### src/rtl/jfp_pkg.sv
`timescale 1ns / 1ps

package jfp_pkg;

    localparam int MAX_SIDE_DEF    = 32;
    localparam int SAMPLE_BITS_DEF = 32;
    localparam int GRID_RESET      = 32;
    localparam int MIN_SIDE        = 3;
    localparam int QUEUE_DEPTH     = 4;

    // what a queued job has to emit
    typedef struct packed {
        logic has_int;   // interior cell one row up
        logic has_bdr;   // border cell, the sample itself
    } t_kind;

endpackage

### src/rtl/jfp_stream_if.sv
`timescale 1ns / 1ps

interface jfp_in_if #(
    parameter int SAMPLE_BITS = jfp_pkg::SAMPLE_BITS_DEF
) ();
    logic                          valid;
    logic                          ready;
    logic signed [SAMPLE_BITS-1:0] sample;

    modport source (output valid, output sample, input ready);
    modport sink   (input valid, input sample, output ready);
endinterface

interface jfp_out_if #(
    parameter int MAX_SIDE    = jfp_pkg::MAX_SIDE_DEF,
    parameter int SAMPLE_BITS = jfp_pkg::SAMPLE_BITS_DEF
) ();
    logic                           valid;
    logic                           ready;
    logic [$clog2(MAX_SIDE)-1:0]    col;
    logic [$clog2(MAX_SIDE)-1:0]    row;
    logic signed [SAMPLE_BITS-1:0]  result;
    logic                           last_in_run;

    modport source (output valid, output col, output row, output result,
                    output last_in_run, input ready);
    modport sink   (input valid, input col, input row, input result,
                    input last_in_run, output ready);
endinterface

### src/rtl/jfp_front.sv
`timescale 1ns / 1ps

module jfp_front #(
    parameter int MAX_SIDE    = jfp_pkg::MAX_SIDE_DEF,
    parameter int SAMPLE_BITS = jfp_pkg::SAMPLE_BITS_DEF
) (
    input  logic                                 i_clk,
    input  logic                                 i_rst_n,
    input  logic                                 i_cfg_wr_en,
    input  logic [$clog2(MAX_SIDE+1)-1:0]        i_cfg_wr_data,
    jfp_in_if.sink                               i_in,
    output logic                                 o_push,
    output logic [$clog2(MAX_SIDE)-1:0]          o_col,
    output logic [$clog2(MAX_SIDE)-1:0]          o_row,
    output logic [SAMPLE_BITS-1:0]               o_sample,
    output logic [SAMPLE_BITS-1:0]               o_avg,
    output jfp_pkg::t_kind                       o_kind,
    input  logic                                 i_full
);
    import jfp_pkg::*;

    localparam int CW = $clog2(MAX_SIDE);
    localparam int SW = $clog2(MAX_SIDE + 1);
    localparam int DW = SAMPLE_BITS;

    logic [SW-1:0] r_grid;
    logic [SW-1:0] side;
    logic [SW-1:0] side_m1;
    logic [CW-1:0] r_col;
    logic [CW-1:0] r_row;
    logic          r_sel;

    logic          col_first, col_last, row_first, row_last;
    logic [CW-1:0] col_dn, col_up;
    logic [CW-1:0] addr_ax, addr_bx;
    logic          accept;
    t_kind         kind;

    // stage 1: classified item plus registered buffer reads
    logic          r_s1_valid;
    logic          r_s1_sel;
    logic [CW-1:0] r_s1_col;
    logic [CW-1:0] r_s1_row;
    logic [DW-1:0] r_s1_sample;
    t_kind         r_s1_kind;
    logic          need_push;
    logic          s1_free;

    logic [DW-1:0] r_mem_a [MAX_SIDE];
    logic [DW-1:0] r_mem_b [MAX_SIDE];
    logic [DW-1:0] r_rd_ax, r_rd_ay, r_rd_bx, r_rd_by;

    logic [DW-1:0]   up, left, right;
    logic [DW+1:0]   sum;

    always_comb begin
        if (r_grid < SW'(MIN_SIDE)) begin
            side = SW'(MIN_SIDE);
        end else if (r_grid > SW'(MAX_SIDE)) begin
            side = SW'(MAX_SIDE);
        end else begin
            side = r_grid;
        end
    end

    assign side_m1   = side - SW'(1);
    assign col_first = (r_col == '0);
    assign row_first = (r_row == '0);
    assign col_last  = (SW'(r_col) == side_m1);
    assign row_last  = (SW'(r_row) == side_m1);

    assign kind.has_int = (r_row >= CW'(2)) && !col_first && !col_last;
    assign kind.has_bdr = row_first || row_last || col_first || col_last;

    // items that make no result are dropped here and never queued
    assign need_push  = r_s1_valid && (r_s1_kind.has_int || r_s1_kind.has_bdr);
    assign s1_free    = !r_s1_valid || !need_push || !i_full;
    assign i_in.ready = s1_free;
    assign accept     = i_in.valid && s1_free;
    assign o_push     = need_push && !i_full;

    always_ff @(posedge i_clk) begin
        if (!i_rst_n) begin
            r_grid     <= SW'(GRID_RESET);
            r_col      <= '0;
            r_row      <= '0;
            r_sel      <= 1'b0;
            r_s1_valid <= 1'b0;
        end else begin
            if (i_cfg_wr_en) begin
                r_grid <= i_cfg_wr_data;
                r_col  <= '0;
                r_row  <= '0;
                r_sel  <= 1'b0;
            end else if (accept) begin
                if (col_last) begin
                    r_col <= '0;
                    if (row_last) begin
                        r_row <= '0;
                        r_sel <= 1'b0;
                    end else begin
                        r_row <= r_row + CW'(1);
                        r_sel <= ~r_sel;
                    end
                end else begin
                    r_col <= r_col + CW'(1);
                end
            end
            if (s1_free) begin
                r_s1_valid <= accept;
            end
        end
    end

    always_ff @(posedge i_clk) begin
        if (accept) begin
            r_s1_sel    <= r_sel;
            r_s1_col    <= r_col;
            r_s1_row    <= r_row;
            r_s1_sample <= i_in.sample;
            r_s1_kind   <= kind;
        end
    end

    // Current-row buffer is read at col (holds row r-2), previous-row buffer
    // at col-1 and col+1. Read happens before the write of the same edge.
    assign col_dn  = r_col - CW'(1);
    assign col_up  = r_col + CW'(1);
    assign addr_ax = r_sel ? col_dn : r_col;
    assign addr_bx = r_sel ? r_col : col_dn;

    always_ff @(posedge i_clk) begin
        if (accept) begin
            r_rd_ax <= r_mem_a[addr_ax];
            r_rd_ay <= r_mem_a[col_up];
            r_rd_bx <= r_mem_b[addr_bx];
            r_rd_by <= r_mem_b[col_up];
            if (!r_sel) begin
                r_mem_a[r_col] <= i_in.sample;
            end else begin
                r_mem_b[r_col] <= i_in.sample;
            end
        end
    end

    assign up    = r_s1_sel ? r_rd_bx : r_rd_ax;
    assign left  = r_s1_sel ? r_rd_ax : r_rd_bx;
    assign right = r_s1_sel ? r_rd_ay : r_rd_by;

    assign sum = {{2{left[DW-1]}}, left} + {{2{right[DW-1]}}, right}
               + {{2{up[DW-1]}}, up} + {{2{r_s1_sample[DW-1]}}, r_s1_sample};

    assign o_col    = r_s1_col;
    assign o_row    = r_s1_row;
    assign o_sample = r_s1_sample;
    assign o_avg    = sum[DW+1:2];   // arithmetic shift by two, floor
    assign o_kind   = r_s1_kind;

endmodule

### src/rtl/jfp_queue.sv
`timescale 1ns / 1ps

module jfp_queue #(
    parameter int WIDTH = 8,
    parameter int DEPTH = jfp_pkg::QUEUE_DEPTH
) (
    input  logic             i_clk,
    input  logic             i_rst_n,
    input  logic             i_push,
    input  logic [WIDTH-1:0] i_data,
    output logic             o_full,
    input  logic             i_pop,
    output logic [WIDTH-1:0] o_data,
    output logic             o_empty
);
    import jfp_pkg::*;

    localparam int PW = (DEPTH > 1) ? $clog2(DEPTH) : 1;
    localparam int NW = $clog2(DEPTH + 1);

    logic [WIDTH-1:0] r_slot [DEPTH];
    logic [PW-1:0]    r_wr_ptr, r_rd_ptr;
    logic [NW-1:0]    r_count;
    logic             do_push, do_pop;

    assign o_full  = (r_count == NW'(DEPTH));
    assign o_empty = (r_count == '0);
    assign do_push = i_push && !o_full;
    assign do_pop  = i_pop && !o_empty;
    assign o_data  = r_slot[r_rd_ptr];

    always_ff @(posedge i_clk) begin
        if (!i_rst_n) begin
            r_wr_ptr <= '0;
            r_rd_ptr <= '0;
            r_count  <= '0;
        end else begin
            if (do_push) begin
                r_wr_ptr <= (r_wr_ptr == PW'(DEPTH - 1)) ? '0 : r_wr_ptr + PW'(1);
            end
            if (do_pop) begin
                r_rd_ptr <= (r_rd_ptr == PW'(DEPTH - 1)) ? '0 : r_rd_ptr + PW'(1);
            end
            if (do_push && !do_pop) begin
                r_count <= r_count + NW'(1);
            end else if (do_pop && !do_push) begin
                r_count <= r_count - NW'(1);
            end
        end
    end

    always_ff @(posedge i_clk) begin
        if (do_push) begin
            r_slot[r_wr_ptr] <= i_data;
        end
    end

endmodule

### src/rtl/jfp_back.sv
`timescale 1ns / 1ps

module jfp_back #(
    parameter int MAX_SIDE    = jfp_pkg::MAX_SIDE_DEF,
    parameter int SAMPLE_BITS = jfp_pkg::SAMPLE_BITS_DEF
) (
    input  logic                        i_clk,
    input  logic                        i_rst_n,
    input  logic                        i_empty,
    input  logic [$clog2(MAX_SIDE)-1:0] i_col,
    input  logic [$clog2(MAX_SIDE)-1:0] i_row,
    input  logic [SAMPLE_BITS-1:0]      i_sample,
    input  logic [SAMPLE_BITS-1:0]      i_avg,
    input  jfp_pkg::t_kind              i_kind,
    output logic                        o_pop,
    jfp_out_if.source                   o_out
);
    import jfp_pkg::*;

    localparam int CW = $clog2(MAX_SIDE);
    localparam int DW = SAMPLE_BITS;

    logic          r_valid;
    logic          r_half;      // interior half of a two-result job already sent
    logic [CW-1:0] r_col;
    logic [CW-1:0] r_row;
    logic [DW-1:0] r_result;
    logic          r_last;

    logic load, take, send_int;

    assign load     = !r_valid || o_out.ready;
    assign take     = load && !i_empty;
    assign send_int = i_kind.has_int && !r_half;
    assign o_pop    = take && !(send_int && i_kind.has_bdr);

    always_ff @(posedge i_clk) begin
        if (!i_rst_n) begin
            r_valid <= 1'b0;
            r_half  <= 1'b0;
        end else begin
            if (load) begin
                r_valid <= !i_empty;
            end
            if (take) begin
                r_half <= send_int && i_kind.has_bdr;
            end
        end
    end

    always_ff @(posedge i_clk) begin
        if (take) begin
            r_col <= i_col;
            if (send_int) begin
                r_row    <= i_row - CW'(1);
                r_result <= i_avg;
                r_last   <= !i_kind.has_bdr;
            end else begin
                r_row    <= i_row;
                r_result <= i_sample;
                r_last   <= 1'b1;
            end
        end
    end

    assign o_out.valid       = r_valid;
    assign o_out.col         = r_col;
    assign o_out.row         = r_row;
    assign o_out.result      = r_result;
    assign o_out.last_in_run = r_last;

endmodule

### src/rtl/jacobi_four_point_stencil_sweep_unit.sv
// A result passes the buffer read stage, then the queue and output stage.
// Throughput: one sample per cycle while the output is ready, except on the
// last row, where each interior sample gives two results and the input is
// held back once the 4-entry queue fills. Reset clears counters, row select,
// grid size (32), queue and output valid; line buffers are not cleared, each
// is written first.
`timescale 1ns / 1ps

module jacobi_four_point_stencil_sweep_unit #(
    parameter int MAX_SIDE    = jfp_pkg::MAX_SIDE_DEF,
    parameter int SAMPLE_BITS = jfp_pkg::SAMPLE_BITS_DEF
) (
    input  logic                          i_clk,
    input  logic                          i_rst_n,
    input  logic                          i_cfg_wr_en,
    input  logic [$clog2(MAX_SIDE+1)-1:0] i_cfg_wr_data,
    jfp_in_if.sink                        i_in,
    jfp_out_if.source                     o_out
);
    import jfp_pkg::*;

    localparam int CW     = $clog2(MAX_SIDE);
    localparam int DW     = SAMPLE_BITS;
    localparam int KW     = $bits(t_kind);
    localparam int JOB_W  = 2 * CW + 2 * DW + KW;

    logic          push, full, pop, empty;
    logic [CW-1:0] f_col, f_row, b_col, b_row;
    logic [DW-1:0] f_sample, f_avg, b_sample, b_avg;
    t_kind         f_kind, b_kind;
    logic [JOB_W-1:0] q_in, q_out;

    jfp_front #(
        .MAX_SIDE    (MAX_SIDE),
        .SAMPLE_BITS (SAMPLE_BITS)
    ) u_front (
        .i_clk         (i_clk),
        .i_rst_n       (i_rst_n),
        .i_cfg_wr_en   (i_cfg_wr_en),
        .i_cfg_wr_data (i_cfg_wr_data),
        .i_in          (i_in),
        .o_push        (push),
        .o_col         (f_col),
        .o_row         (f_row),
        .o_sample      (f_sample),
        .o_avg         (f_avg),
        .o_kind        (f_kind),
        .i_full        (full)
    );

    assign q_in = {f_col, f_row, f_sample, f_avg, f_kind};

    jfp_queue #(
        .WIDTH (JOB_W),
        .DEPTH (QUEUE_DEPTH)
    ) u_queue (
        .i_clk   (i_clk),
        .i_rst_n (i_rst_n),
        .i_push  (push),
        .i_data  (q_in),
        .o_full  (full),
        .i_pop   (pop),
        .o_data  (q_out),
        .o_empty (empty)
    );

    assign {b_col, b_row, b_sample, b_avg, b_kind} = q_out;

    jfp_back #(
        .MAX_SIDE    (MAX_SIDE),
        .SAMPLE_BITS (SAMPLE_BITS)
    ) u_back (
        .i_clk    (i_clk),
        .i_rst_n  (i_rst_n),
        .i_empty  (empty),
        .i_col    (b_col),
        .i_row    (b_row),
        .i_sample (b_sample),
        .i_avg    (b_avg),
        .i_kind   (b_kind),
        .o_pop    (pop),
        .o_out    (o_out)
    );

endmodule
### src/flat_wrapper.sv
// flat-port wrapper written by rule: the top's interface ports become plain ports
module jacobi_four_point_stencil_sweep_unit_flat import jfp_pkg::*;
#(
    parameter int MAX_SIDE    = jfp_pkg::MAX_SIDE_DEF,
    parameter int SAMPLE_BITS = jfp_pkg::SAMPLE_BITS_DEF
)
  (i_clk, i_rst_n, i_cfg_wr_en, i_cfg_wr_data, i_in_valid, i_in_sample, i_in_ready, o_out_valid, o_out_col, o_out_row, o_out_result, o_out_last_in_run, o_out_ready);
  jfp_in_if #(.SAMPLE_BITS(SAMPLE_BITS)) i_in_i ();
  jfp_out_if #(.MAX_SIDE(MAX_SIDE), .SAMPLE_BITS(SAMPLE_BITS)) o_out_i ();
  input  logic i_clk;
  input  logic i_rst_n;
  input  logic i_cfg_wr_en;
  input  logic [$clog2(MAX_SIDE+1)-1:0] i_cfg_wr_data;
  input wire logic [$bits(i_in_i.valid)-1:0] i_in_valid;
  input wire logic [$bits(i_in_i.sample)-1:0] i_in_sample;
  output wire logic [$bits(i_in_i.ready)-1:0] i_in_ready;
  output wire logic [$bits(o_out_i.valid)-1:0] o_out_valid;
  output wire logic [$bits(o_out_i.col)-1:0] o_out_col;
  output wire logic [$bits(o_out_i.row)-1:0] o_out_row;
  output wire logic [$bits(o_out_i.result)-1:0] o_out_result;
  output wire logic [$bits(o_out_i.last_in_run)-1:0] o_out_last_in_run;
  input wire logic [$bits(o_out_i.ready)-1:0] o_out_ready;
  assign i_in_i.valid = i_in_valid;
  assign i_in_i.sample = i_in_sample;
  assign i_in_ready = i_in_i.ready;
  assign o_out_valid = o_out_i.valid;
  assign o_out_col = o_out_i.col;
  assign o_out_row = o_out_i.row;
  assign o_out_result = o_out_i.result;
  assign o_out_last_in_run = o_out_i.last_in_run;
  assign o_out_i.ready = o_out_ready;
  jacobi_four_point_stencil_sweep_unit #(.MAX_SIDE(MAX_SIDE), .SAMPLE_BITS(SAMPLE_BITS)) u_core (.i_clk(i_clk), .i_rst_n(i_rst_n), .i_cfg_wr_en(i_cfg_wr_en), .i_cfg_wr_data(i_cfg_wr_data), .i_in(i_in_i), .o_out(o_out_i));
endmodule
### config.mk
export PLATFORM = sky130hd
export DESIGN_NAME = jacobi_four_point_stencil_sweep_unit_flat
export DESIGN_NICKNAME = d
export VERILOG_FILES = /design/src/rtl/jfp_pkg.sv /design/src/rtl/jfp_stream_if.sv /design/src/rtl/jfp_front.sv /design/src/rtl/jfp_queue.sv /design/src/rtl/jfp_back.sv /design/src/rtl/jacobi_four_point_stencil_sweep_unit.sv /design/src/flat_wrapper.sv
export SDC_FILE = /design/constraint.sdc
export NUM_CORES = 2
export LEC_CHECK = 0
export ABC_AREA = 0
export BUFFER_PORTS_ARGS = -buffer_cell sky130_fd_sc_hd__buf_4
export CAP_MARGIN = 40
export CORE_UTILIZATION = 70
export CTS_BUF_LIST = sky130_fd_sc_hd__clkbuf_8
export CTS_CLUSTER_DIAMETER = 30
export CTS_CLUSTER_SIZE = 14
export DETAILED_ROUTE_END_ITERATION = 10
export PLACE_DENSITY = 0.86
export SYNTH_ARGS = -nofsm -noshare
export SYNTH_HDL_FRONTEND = slang
export SYNTH_SLANG_ARGS = --single-unit
export TNS_END_PERCENT = 5
### constraint.sdc
create_clock -name i_clk -period 19.5 [get_ports i_clk]
set_clock_uncertainty 0.2 [all_clocks]
set_input_delay 4.875 -clock i_clk [delete_from_list [all_inputs] [get_ports i_clk]]
set_output_delay 4.875 -clock i_clk [all_outputs]
set_load 0.02 [all_outputs]
==> results.txt <==
----------------------------------------------------
[Status]
  Run status ... finished, final reports clean

[Run]
  Max Cap Violations ... 0

[Clocking]
  Bufs on Longest Clock Path ... 4
  TritonCTS clock tree ... built
  Clock-pin slew reported for the worst setup and hold paths after clock tree synthesis ... 0.07 ns
  Quantity of hold-fixing buffers added after cts ... 0
  Post-CTS Setup Repair Bufs ... 0
  Cell chosen for the clock root ... sky130_fd_sc_hd__clkbuf_8
  Post-cts repair resize count ... 0
  Latest clock arrival within the worst-skew pair ... around 1.2 ns
  Sink count of the clock tree ... 2,597
  CTS H-tree lvls ... 5
  Number of clock buffers inserted by TritonCTS ... 464

[Detailed routing]
  Vias after detailed routing ... 69,580
  Final routed wirelength across all metal layers ... 349,300 µm
  Residual DRC count ... 0
  Per-cell via count in the routed design ... 8.016
  Count of nets left with antenna violations after detail routing ... 0
  Wire length per cell after detailed routing ... between 40 and 50 µm
  Pre-antenna DRT Iters ... 9
  Iteration-0 DRC count of the detailed router ... 13,510

[Cells and area]
  End-of-flow core utilization ... 0.7939
  Most common cell after layout, fill and taps aside ... sky130_fd_sc_hd__edfxtp_1
  Post-route cell area ... approximately 130,000 µm²
  Relative area change from synthesis to final layout ... 12.47%
  Footprint of the multi-input gates ... between 30,000 and 40,000 µm²
  Share of final-layout standard cells stronger than drive strength 1 ... 0.3872
  Highest-count cells in the layout ignoring fill and taps ... sky130_fd_sc_hd__edfxtp_1, sky130_fd_sc_hd__mux4_2, sky130_fd_sc_hd__clkbuf_8
  Layout filler cell count ... 7,273
  Post-layout net count ... 6,240
  Combined flip-flop and latch cell area ... between 70,000 and 80,000 µm²

[Worst setup path]
  Nature of the critical path startpoint ... input port
  Type of destination of the critical path ... flip-flop
  Count of buffering cells on the critical path with inverters included ... 3
  R2r setup slk ... approximately 13 ns
  Most frequent cell on the critical path ... sky130_fd_sc_hd__buf_4
  Max incr delay on CP ... 0.71 ns
  Ordered cell list for the critical path ... buf_4 -> nand2_1 -> inv_8 -> nand3_1 -> nor2_4 -> buf_4
  Start-to-end type of the worst setup path ... in -> reg
  Slowest-stage cell, CP ... sky130_fd_sc_hd__nand3_1
  Largest fanout on the critical path ... 52
  Arrival time reported for the critical path endpoint ... 7.96 ns
  Gate family responsible for the most delay along the worst path ... simple AND/OR/NAND/NOR gates
  CP Data Required Time ... 20.06 ns

[Timing]
  Final Setup Violations ... 0
  Normalized max-slew margin ... 0.2344
  Number of max-slew violations in the final report ... 0
  Total negative slack ... 0 ns
  Setup repair after global routing missed its margin ... no
  Peak clock frequency supported by timing ... 135.1 MHz
  Fraction of the cycle the final worst path needs ... 0.3796
  Measured slew at the worst slew-check pin ... 1.148 ns
  Final hold violation count ... 0
  Final critical path time including I/O delays and setup ... around 7.4 ns

[Place]
  Cell Area, Placed ... 122,200 µm²
  Placer Congestion ... 0.9084
  HPWL reported at the end of detailed placement ... between 150,000 and 200,000 µm
  Number of I/O port buffers ... 87

[Floorplan]
  Number of top-level pins ... around 90
  Number of core rows ... 150
  Die Height ... 412.6 µm
  Effective utilization at floorplan ... 0.7058
  Die Outline Area ... 170,300 µm²
  Core box area ... 167,200 µm²
  Die width ... 412.6 µm

[GRT]
  Vias in the first global route ... 69,010
  Pin count of the biggest net entering global routing ... about 130
  Wire length of the first global-routing pass ... 492,600 µm
  All-Layer GR Usage ... 0.4177
  Congestion Overflow GR ... 0
  Number of antenna violations at the first check in global routing ... 39

[Synthesis]
  Syn Nets ... about 6,000
  Leading post-synthesis cells by cell area ... sky130_fd_sc_hd__edfxtp_1, sky130_fd_sc_hd__mux4_2, sky130_fd_sc_hd__nand2_1
  Cell type with the highest aggregate area in the netlist ... sky130_fd_sc_hd__edfxtp_1
  Post-synth top area share ... 0.6533
  Distinct cells, synth ... 57
  Yosys reg bits ... 2,597
  Ys Warns ... 0
  Dominant register cell in the synthesized netlist ... sky130_fd_sc_hd__edfxtp_1
  Proportion of register bits with asynchronous set or reset after synthesis ... 0
  Count of flip-flops with a built-in enable after synthesis ... 2,568
  Cell area after synthesis ... about 120,000 µm²
  Per-instance average area after synthesis ... between 20 and 25 µm²
  Cell count after synthesis ... 5,755
  Share of the yosys chip area belonging to registers ... 0.6583

[Pwr]
  Pwr per Cell Area ... about 110 nW/µm²
  Peak supply drop ... 0.00009696 V
  Leakage ... 0.04310 µW

[Min path]
  Worst hold path type ... reg -> reg

----------------------------------------------------
[per-stage QoR]
stage               total power [µW]  instances  worst slack, ns  hold slack [ns]
finish                         14600       8680            12.10           0.2966
global route                   14960       8672            12.19           0.3169
CTS                            14540       8657            12.24           0.3067
detailed placement              8906       7810            11.10           0.2852
global placement                8806       7788            11.17           0.2667
floorplan                       8166       5755            6.032           0.2029
[per-layer routing]
metal,routed length [µm],global-route usage
met5,422,0.006218
met4,25420,0.2439
met3,60590,0.1754
met2,157900,0.6100
met1,105000,0.5313
[layout make-up]
type                    count  share of cell area
flip-flops and latches   2597              0.5853
multi-input cells        2655              0.2932
clock buffers             470             0.04873
clock inverters           377             0.02984
well taps                2204             0.02077
repair buffers            254             0.01869
inverters                 112            0.003223
diodes                     11           0.0002074
[worst reg2reg max path: cells and delay by family, from the launching register on]
kind,cells,cell delay (ns)
flops,1,0.80
mux,1,0.56
simple gates,2,0.15
compound gates,2,1.00
xor+xnor,1,0.21
buf+inv,4,2.85
[Yosys cell counts, types with 14 or more instances]
cell type,count
sky130_fd_sc_hd__dfxtp_1,29
sky130_fd_sc_hd__a21o_1,25
sky130_fd_sc_hd__inv_1,111
sky130_fd_sc_hd__a21oi_1,62
sky130_fd_sc_hd__xor2_1,29
sky130_fd_sc_hd__mux2i_1,101
sky130_fd_sc_hd__nand2_1,410
sky130_fd_sc_hd__nor2_1,90
sky130_fd_sc_hd__clkbuf_1,193
sky130_fd_sc_hd__edfxtp_1,2568
sky130_fd_sc_hd__ha_1,47
sky130_fd_sc_hd__fa_1,66
sky130_fd_sc_hd__xnor2_1,29
sky130_fd_sc_hd__and2_1,33
sky130_fd_sc_hd__nor2b_1,17
sky130_fd_sc_hd__nand3_1,149
sky130_fd_sc_hd__a311oi_1,14
sky130_fd_sc_hd__mux2_2,116
sky130_fd_sc_hd__buf_4,14
sky130_fd_sc_hd__buf_2,133
sky130_fd_sc_hd__a211oi_1,30
sky130_fd_sc_hd__o21ai_0,43
sky130_fd_sc_hd__mux4_2,1270
sky130_fd_sc_hd__buf_1,49
[sequential cells by signal (all words and copies together), names as in the netlist, 3 cells and up, named ones only]
signal / count
u_core.u_front.o_sample: 32
u_core.u_front.r_row: 5
u_core.u_queue.r_slot: 304
u_core.u_front.r_rd_by: 32
u_core.u_front.r_rd_bx: 32
u_core.u_queue.r_count: 3
u_core.u_front.o_col: 5
u_core.u_front.r_col: 5
u_core.u_front.r_rd_ay: 32
u_core.u_front.r_mem_b: 1024
u_core.u_front.o_row: 5
u_core.u_back.o_out.col: 5
u_core.u_back.o_out.row: 5
u_core.u_front.r_rd_ax: 32
u_core.u_front.r_grid: 6
u_core.u_back.o_out.result: 32
u_core.u_front.r_mem_a: 1024
[logic make-up after synthesis]
logic type / Yosys count / share of synthesized area
compound gates: 241 / 0.01298
mux: 1488 / 0.2622
simple gates: 753 / 0.02787
fa+ha+maj: 113 / 0.01618
buf+inv: 503 / 0.01798
flops: 2597 / 0.6583
xor+xnor: 60 / 0.004579
[worst paths after layout]
path	cells after the start	end	startpoint
max	6	u_core.u_front.r_mem_b[16][22]	i_in_valid
min	0	u_core.u_queue.r_slot[2][67]	u_core.u_front.o_row[1]
max reg2reg	10	u_core.u_front.r_rd_bx[15]	u_core.u_front.r_col[0]
min reg2reg	0	u_core.u_queue.r_slot[2][67]	u_core.u_front.o_row[1]
[power breakdown]
group / total, µW / internal [µW] / switching [µW] / leakage (µW)
clock: 5720 / 3160 / 2560 / 0.00523
combinational: 2260 / 892 / 1370 / 0.0143
sequential: 6620 / 6530 / 93.3 / 0.0235
No activity file was read; power rests on OpenSTA's default activity.
